`src/sv/bll_pkg.sv`:
```
// Shared types, constants and helpers of the binary-lifting ancestor block.
package bll_pkg;

    localparam int NODE_W      = 10;
    localparam int NODE_COUNT  = 1 << NODE_W;
    localparam int LIFT_LEVELS = 11;
    localparam int LVL_W       = $clog2(LIFT_LEVELS);
    localparam int TBL_AW      = LVL_W + NODE_W;
    localparam int TBL_DEPTH   = LIFT_LEVELS * NODE_COUNT;
    localparam int DIFF_W      = LIFT_LEVELS;

    localparam logic [NODE_W-1:0] NULL_NODE = NODE_W'(0);
    localparam logic [NODE_W-1:0] ROOT_NODE = NODE_W'(1);
    localparam logic [NODE_W-1:0] LAST_NODE = NODE_W'(NODE_COUNT - 1);
    localparam logic [LVL_W-1:0]  LVL_TOP   = LVL_W'(LIFT_LEVELS - 1);

    localparam logic MODE_ATTACH = 1'b0;
    localparam logic MODE_QUERY  = 1'b1;

    typedef enum logic [10:0] {
        ST_CLR    = 11'b000_0000_0001,
        ST_IDLE   = 11'b000_0000_0010,
        ST_A_CHK  = 11'b000_0000_0100,
        ST_A_FILL = 11'b000_0000_1000,
        ST_Q_ORD  = 11'b000_0001_0000,
        ST_Q_UP1  = 11'b000_0010_0000,
        ST_Q_MID  = 11'b000_0100_0000,
        ST_Q_UP2  = 11'b000_1000_0000,
        ST_Q_FIN  = 11'b001_0000_0000,
        ST_Q_DEP  = 11'b010_0000_0000,
        ST_Q_OUT  = 11'b100_0000_0000
    } t_state;

    // One entry of the depth store: attached flag and depth.
    typedef struct packed {
        logic              att;
        logic [NODE_W-1:0] depth;
    } t_dep_ent;

    typedef struct packed {
        logic [NODE_W-1:0] rd0_addr;
        logic [NODE_W-1:0] rd1_addr;
        logic              we;
        logic [NODE_W-1:0] wr_addr;
        t_dep_ent          wr_data;
    } t_dep_req;

    typedef struct packed {
        logic [TBL_AW-1:0] rd_a_addr;
        logic [TBL_AW-1:0] rd_b_addr;
        logic              we;
        logic [TBL_AW-1:0] wr_addr;
        logic [NODE_W-1:0] wr_data;
    } t_tbl_req;

    typedef struct packed {
        logic              vld;
        logic [NODE_W-1:0] anc;
        logic [NODE_W-1:0] len;
    } t_res;

    // Table row layout: level in the upper bits, node in the lower bits.
    function automatic logic [TBL_AW-1:0] tbl_addr(input logic [LVL_W-1:0]  lvl,
                                                   input logic [NODE_W-1:0] node);
        return {lvl, node};
    endfunction

endpackage

```
`src/sv/bll_seq.sv`:
```
// Sequencer: clearing pass, attach fill and the level-by-level query lift.
module bll_seq (
    input  logic                        i_clk,
    input  logic                        i_rst_n,
    input  logic                        i_valid,
    input  logic                        i_mode,
    input  logic [bll_pkg::NODE_W-1:0]  i_node_a,
    input  logic [bll_pkg::NODE_W-1:0]  i_node_b,
    output logic                        o_busy,
    output bll_pkg::t_dep_req           o_dep_req,
    input  bll_pkg::t_dep_ent           i_dep_q0,
    input  bll_pkg::t_dep_ent           i_dep_q1,
    output bll_pkg::t_tbl_req           o_tbl_req,
    input  logic [bll_pkg::NODE_W-1:0]  i_tbl_q_a,
    input  logic [bll_pkg::NODE_W-1:0]  i_tbl_q_b,
    output bll_pkg::t_res               o_res,
    input  logic                        i_res_ack
);

    bll_pkg::t_state r_state, n_state;

    logic [bll_pkg::NODE_W-1:0] r_a, n_a, r_b, n_b;
    logic                       r_ok_a, n_ok_a, r_ok_b, n_ok_b;
    logic [bll_pkg::LVL_W-1:0]  r_lvl, n_lvl;
    logic                       r_pend, n_pend;
    logic [bll_pkg::DIFF_W-1:0] r_diff, n_diff;
    logic [bll_pkg::NODE_W-1:0] r_sum, n_sum;
    logic [bll_pkg::NODE_W-1:0] r_anc, n_anc;
    logic [bll_pkg::NODE_W-1:0] r_len, n_len;
    logic [bll_pkg::NODE_W-1:0] r_clr, n_clr;

    // shared step unit
    logic [bll_pkg::NODE_W-1:0] cur_a, va, vb, g, na, nb;
    logic                       ok_cur, move, swap;

    // a row holds data only for an attached node other than the root
    function automatic logic row_ok(input logic [bll_pkg::NODE_W-1:0] n);
        return (n != bll_pkg::NULL_NODE) && (n != bll_pkg::ROOT_NODE);
    endfunction

    always_comb begin
        cur_a  = r_pend ? i_tbl_q_a : r_a;
        ok_cur = r_pend ? row_ok(i_tbl_q_a) : r_ok_a;
        va     = r_ok_a ? i_tbl_q_a : bll_pkg::NULL_NODE;
        vb     = r_ok_b ? i_tbl_q_b : bll_pkg::NULL_NODE;
        g      = va;
        move   = (va != bll_pkg::NULL_NODE) && (vb != bll_pkg::NULL_NODE) && (va != vb);
        na     = move ? va : r_a;
        nb     = move ? vb : r_b;
        swap   = i_dep_q0.depth < i_dep_q1.depth;
    end

    always_comb begin
        n_state = r_state;
        n_a     = r_a;
        n_b     = r_b;
        n_ok_a  = r_ok_a;
        n_ok_b  = r_ok_b;
        n_lvl   = r_lvl;
        n_pend  = r_pend;
        n_diff  = r_diff;
        n_sum   = r_sum;
        n_anc   = r_anc;
        n_len   = r_len;
        n_clr   = r_clr;

        o_dep_req          = '0;
        o_dep_req.rd0_addr = i_node_a;
        o_dep_req.rd1_addr = i_node_b;
        o_dep_req.wr_addr  = r_clr;

        o_tbl_req           = '0;
        o_tbl_req.rd_a_addr = bll_pkg::tbl_addr(r_lvl, r_a);
        o_tbl_req.rd_b_addr = bll_pkg::tbl_addr(r_lvl, r_b);
        o_tbl_req.wr_addr   = bll_pkg::tbl_addr(r_lvl, r_b);

        o_res     = '0;
        o_res.anc = r_anc;
        o_res.len = r_len;

        case (r_state)
            bll_pkg::ST_CLR: begin
                o_dep_req.we            = 1'b1;
                o_dep_req.wr_data.att   = (r_clr == bll_pkg::ROOT_NODE);
                o_dep_req.wr_data.depth = '0;
                n_clr = r_clr + bll_pkg::NODE_W'(1);
                if (r_clr == bll_pkg::LAST_NODE) begin
                    n_state = bll_pkg::ST_IDLE;
                end
            end
            bll_pkg::ST_IDLE: begin
                if (i_valid) begin
                    n_a = i_node_a;
                    n_b = i_node_b;
                    n_state = (i_mode == bll_pkg::MODE_QUERY) ? bll_pkg::ST_Q_ORD
                                                              : bll_pkg::ST_A_CHK;
                end
            end
            bll_pkg::ST_A_CHK: begin
                if ((r_b == bll_pkg::NULL_NODE) || i_dep_q1.att || !i_dep_q0.att) begin
                    n_state = bll_pkg::ST_IDLE;
                end else begin
                    o_dep_req.we            = 1'b1;
                    o_dep_req.wr_addr       = r_b;
                    o_dep_req.wr_data.att   = 1'b1;
                    o_dep_req.wr_data.depth = bll_pkg::NODE_W'(i_dep_q0.depth +
                                                              bll_pkg::NODE_W'(1));
                    o_tbl_req.we        = 1'b1;
                    o_tbl_req.wr_addr   = bll_pkg::tbl_addr('0, r_b);
                    o_tbl_req.wr_data   = r_a;
                    o_tbl_req.rd_a_addr = bll_pkg::tbl_addr('0, r_a);
                    n_ok_a  = row_ok(r_a);
                    n_lvl   = bll_pkg::LVL_W'(1);
                    n_state = bll_pkg::ST_A_FILL;
                end
            end
            bll_pkg::ST_A_FILL: begin
                // entry (b, lvl) is the 2^(lvl-1) ancestor of entry (b, lvl-1)
                o_tbl_req.we        = 1'b1;
                o_tbl_req.wr_addr   = bll_pkg::tbl_addr(r_lvl, r_b);
                o_tbl_req.wr_data   = g;
                o_tbl_req.rd_a_addr = bll_pkg::tbl_addr(r_lvl, g);
                n_ok_a = row_ok(g);
                if (r_lvl == bll_pkg::LVL_TOP) begin
                    n_state = bll_pkg::ST_IDLE;
                end else begin
                    n_lvl = r_lvl + bll_pkg::LVL_W'(1);
                end
            end
            bll_pkg::ST_Q_ORD: begin
                n_a    = swap ? r_b : r_a;
                n_b    = swap ? r_a : r_b;
                n_ok_a = swap ? (i_dep_q1.att && (r_b != bll_pkg::ROOT_NODE))
                              : (i_dep_q0.att && (r_a != bll_pkg::ROOT_NODE));
                n_ok_b = swap ? (i_dep_q0.att && (r_a != bll_pkg::ROOT_NODE))
                              : (i_dep_q1.att && (r_b != bll_pkg::ROOT_NODE));
                n_diff = swap ? bll_pkg::DIFF_W'(i_dep_q1.depth - i_dep_q0.depth)
                              : bll_pkg::DIFF_W'(i_dep_q0.depth - i_dep_q1.depth);
                n_sum  = bll_pkg::NODE_W'(i_dep_q0.depth + i_dep_q1.depth);
                n_lvl  = bll_pkg::LVL_TOP;
                n_pend = 1'b0;
                n_state = bll_pkg::ST_Q_UP1;
            end
            bll_pkg::ST_Q_UP1: begin
                // deeper node climbs by the set bits of the depth difference
                n_a    = cur_a;
                n_ok_a = ok_cur;
                o_tbl_req.rd_a_addr = bll_pkg::tbl_addr(r_lvl, cur_a);
                n_pend = r_diff[r_lvl] && ok_cur;
                if (r_lvl == '0) begin
                    n_state = bll_pkg::ST_Q_MID;
                end else begin
                    n_lvl = r_lvl - bll_pkg::LVL_W'(1);
                end
            end
            bll_pkg::ST_Q_MID: begin
                n_a    = cur_a;
                n_ok_a = ok_cur;
                n_pend = 1'b0;
                if (cur_a == r_b) begin
                    n_anc = cur_a;
                    o_dep_req.rd0_addr = cur_a;
                    n_state = bll_pkg::ST_Q_DEP;
                end else begin
                    o_tbl_req.rd_a_addr = bll_pkg::tbl_addr(bll_pkg::LVL_TOP, cur_a);
                    o_tbl_req.rd_b_addr = bll_pkg::tbl_addr(bll_pkg::LVL_TOP, r_b);
                    n_lvl   = bll_pkg::LVL_TOP;
                    n_state = bll_pkg::ST_Q_UP2;
                end
            end
            bll_pkg::ST_Q_UP2: begin
                n_a    = na;
                n_b    = nb;
                n_ok_a = move ? row_ok(va) : r_ok_a;
                n_ok_b = move ? row_ok(vb) : r_ok_b;
                if (r_lvl == '0) begin
                    o_tbl_req.rd_a_addr = bll_pkg::tbl_addr('0, na);
                    n_state = bll_pkg::ST_Q_FIN;
                end else begin
                    o_tbl_req.rd_a_addr = bll_pkg::tbl_addr(r_lvl - bll_pkg::LVL_W'(1), na);
                    o_tbl_req.rd_b_addr = bll_pkg::tbl_addr(r_lvl - bll_pkg::LVL_W'(1), nb);
                    n_lvl = r_lvl - bll_pkg::LVL_W'(1);
                end
            end
            bll_pkg::ST_Q_FIN: begin
                n_anc = va;
                o_dep_req.rd0_addr = va;
                n_state = bll_pkg::ST_Q_DEP;
            end
            bll_pkg::ST_Q_DEP: begin
                n_len = bll_pkg::NODE_W'(r_sum -
                        {i_dep_q0.depth[bll_pkg::NODE_W-2:0], 1'b0});
                n_state = bll_pkg::ST_Q_OUT;
            end
            bll_pkg::ST_Q_OUT: begin
                o_res.vld = 1'b1;
                if (i_res_ack) begin
                    n_state = bll_pkg::ST_IDLE;
                end
            end
            default: begin
                n_state = bll_pkg::ST_IDLE;
            end
        endcase
    end

    assign o_busy = (r_state != bll_pkg::ST_IDLE);

    always_ff @(posedge i_clk) begin
        if (!i_rst_n) begin
            r_state <= bll_pkg::ST_CLR;
            r_clr   <= '0;
            r_pend  <= 1'b0;
        end else begin
            r_state <= n_state;
            r_clr   <= n_clr;
            r_pend  <= n_pend;
        end
    end

    always_ff @(posedge i_clk) begin
        r_a    <= n_a;
        r_b    <= n_b;
        r_ok_a <= n_ok_a;
        r_ok_b <= n_ok_b;
        r_lvl  <= n_lvl;
        r_diff <= n_diff;
        r_sum  <= n_sum;
        r_anc  <= n_anc;
        r_len  <= n_len;
    end

endmodule

```
`config.mk`:
```
export PLATFORM = sky130hd
export DESIGN_NAME = bll_seq
export DESIGN_NICKNAME = d
export VERILOG_FILES = /design/src/sv/bll_pkg.sv /design/src/sv/bll_seq.sv
export SDC_FILE = /design/constraint.sdc
export NUM_CORES = 1
export LEC_CHECK = 0
export BUFFER_PORTS_ARGS = -buffer_cell sky130_fd_sc_hd__buf_2
export CAP_MARGIN = 10
export CORE_MARGIN = 5
export CORE_UTILIZATION = 40
export CTS_BUF_LIST = sky130_fd_sc_hd__clkbuf_4
export DETAILED_ROUTE_END_ITERATION = 12
export PLACE_DENSITY = 0.64
export SYNTH_ARGS = -nofsm -noshare
export SYNTH_HDL_FRONTEND = slang
export SYNTH_SLANG_ARGS = --single-unit
```
`constraint.sdc`:
```
create_clock -name i_clk -period 3.7 [get_ports i_clk]
set_input_delay 0.555 -clock i_clk [delete_from_list [all_inputs] [get_ports i_clk]]
set_output_delay 0.555 -clock i_clk [all_outputs]
set_load 0.005 [all_outputs]
```
==> impl_metrics.tcl <==
set metrics [dict create \
    outcome "completed" \
    drc 0 \
    ctsHoldBuffers 0 \
    final_area_um2 9387 \
    yosysTopAreaCellShare 0.2491 \
    finClkSkew_ps 33.64 \
    synth_top_family_by_area "simple AND/OR/NAND/NOR gates" \
    placed_area_um2 9189 \
    hold_start "i_mode" \
    start_util 0.4074 \
    maxCapViolCount 0 \
    fp.coreArea_um2 19530 \
    gp_congestion 0.9720 \
    h-tree-depth 3 \
    whs_ps 227.8 \
    post-route-util 0.4807 \
    synth_commonest_cells "nand2_1 (93), edfxtp_1 (66), nor2_1 (58), o21ai_0 (58), inv_1 (57)" \
    yosys_warnings 0 \
    setup_viol 0 \
    first_global_vias 7286 \
    synth_compound_area_frac 0.1993 \
    syn_nets 1038 \
    crit_fanout 8 \
    irDropWorstVdd_uv 152.4 \
    tightest_slew_ps 786.9 \
    post-route-min-period_ps 3538 \
    rsz0062_at_grt "false" \
    post-dp-hpwl_mm 21.15 \
    ant_nets 0 \
    routed_wl_mm 27.11 \
    gr-total-overflow 0 \
    dr_total_vias 7856 \
    clk_pin_slew_ps 180 \
    synth_cell_types 77 \
    insertion_delay_ps 490 \
    synth_xor_area_frac 0.06386 \
    finalHoldViolations 0 \
    worstPathRequired_ps 3140 \
    final_nets 1210 \
    r2r-start "r_state[1]" \
    arrival_ps 2980 \
    dr.pass1.iters 7 \
    die_y_um 151.0 \
    startpoint_type "register" \
    cts_max_path_buffers 2 \
    port_buffers 183 \
    post-synth-top-count-cell "nand2_1" \
    synthAdderAreaFrac 0.08084 \
    dieArea_um2 22810 \
    top_level_ports 184 \
    ys_seq_elements 88 \
    antenna_found_initial 3 \
    period_share 0.9563 \
    synth-simple-area-share 0.2106 \
    worstSetupEndpointType "primary output" \
    cellLeakagePower_nw 3.997 \
    drt-initial-drc-count 642 \
    worstSetupStartpoint "r_ok_b" \
    grt_pass1_wl_mm 40.63 \
    drive_gt1_frac 0.2466 \
    synth_edf_count 66 \
    cts_sinks 88 \
    setup-tns-final_ps 0 \
    die_w_um 151.0 \
    slew_violations 0 \
    cts_tree "yes" \
    via_per_inst 5.751 \
    worstSetupPathType "reg -> out" \
    cts_root_buf "clkbuf_4" \
    yosysSeqAreaShare 0.3045 \
    p_per_area_nw_per_um2 248.7 \
    track_usage 0.2298 \
    cts-buffers-inserted 9 \
    synth_area_leaders "edfxtp_1 (25%), ha_1 (7.1%), xnor2_1 (5.7%)" \
    grt_max_degree 35 \
    syn_inst 922 \
    routedWlPerCell_um 19.84 \
    slew_headroom 0.4735 \
    postSynthAreaPerCell_um2 8.628 \
    yosys.area.top_type "edfxtp_1" \
    synth.mux.area_fraction 0.07282 \
    min_path_type "in -> reg" \
    fmax_mhz 282.6 \
    syn_area_um2 7955 \
    async_flop_share 0 \
    synthToLayoutAreaGrowth_pct 17.99 \
    rows 51 \
    synth_flop_cell "edfxtp_1" \
]
cell usage in the layout (no fill, tap or decap), drive strengths merged, types with 11 or more instances in the layout:
cell,synthesis,routed
ha,45,45
and2,31,31
nor2b,13,13
edfxtp,66,66
nor2,58,58
dfxtp,22,22
o21ai,69,69
a21oi,32,32
o22ai,17,17
nor4,16,16
nand3,32,32
inv,58,62
nand2,93,93
nand2b,14,14
nand4,13,13
a21o,17,17
o221ai,25,25
buf,30,224
mux2i,34,34
xnor2,52,52
and3,11,11
mux2,13,13
nor3,16,16
cells by family after synthesis:
| group | Yosys count |
|---|---|
| buffers and inverters | 122 |
| multiplexers | 49 |
| AO/OA/AOI/OAI | 236 |
| adder cells (fa/ha/maj) | 49 |
| XOR/XNOR | 58 |
| flip-flops | 88 |
| AND/OR/NAND/NOR | 320 |
what timing repair did:
action	4_1_cts	5_1_grt
buffers inserted	0	4
endpoints found under the hold margin	0	0
endpoints found under the setup margin	23	31
pin swaps	0	2
resized for setup	3	5
metrics by stage:
| step | setup WS (ps) | instances | total power (W) |
|---|---|---|---|
| 5_1_grt | 11.19 | 1365 | 0.002463 |
| 3_5_place_dp | 335.1 | 1344 | 0.001776 |
| 4_1_cts | 22.32 | 1360 | 0.002348 |
| 3_3_place_gp | 410.0 | 1344 | 0.001767 |
| 6_report | 161.6 | 1366 | 0.002335 |
| 2_1_floorplan | 512.9 | 922 | 0.001543 |
final cells by class:
class	count	area, um2
Antenna cell	2	5.005
Clock buffer	9	67.56
Clock inverter	7	72.57
Inverter	58	217.7
Tap cell	265	331.6
Multi-Input combinational cell	712	5015
Timing Repair Buffer	225	1254
Sequential cell	88	2424
Fill cell	1906	10140
sequential cells by signal, indices dropped and copies added, names as in the netlist:
register	cells
r_clr	10
r_b	10
r_ok_a	1
r_sum	9
r_diff	11
r_lvl	4
r_anc	10
r_ok_b	1
r_pend	1
r_state	11
r_len	10
r_a	10
worst max-delay path, stage by stage, from the launching register on:
cell	delay (ps)
edfxtp_1	540
and2_1	230
o2bb2ai_1	130
a2111oi_0	420
and4_1	310
nor3_4	70
buf_4	180
a21oi_1	150
buf_4	190
o221ai_1	130
buf_2	170
power breakdown:
| group | leakage (nW) | switching (W) | total, W | internal (W) |
|---|---|---|---|---|
| clock | 0.0737 | 0.000413 | 0.000572 | 0.000159 |
| combinational | 3.15 | 0.000353 | 0.000624 | 0.000270 |
| sequential | 0.777 | 0.0000374 | 0.00114 | 0.00110 |
| total | 4.00 | 0.000804 | 0.00233 | 0.00153 |
final timing paths:
path / depth (start not counted) / to / slack (ps)
worst min-delay path: 2 / r_state[2] / 230
worst min register to register: 0 / r_len[0] / 510
worst max register to register: 11 / r_a[5] / 570
worst max-delay path: 10 / o_tbl_req[47] / 160
metal layers:
metal  track usage  up-vias  share of wire  wire [um]
li1              -     3711              -          -
met1        0.2902     3683           0.40      10880
met2        0.3979      400           0.48      13000
met3       0.03142       58          0.085       2317
met4       0.08930        4          0.033        886
met5             0        -         0.0010         27
No activity file was read; power rests on OpenSTA's default activity.
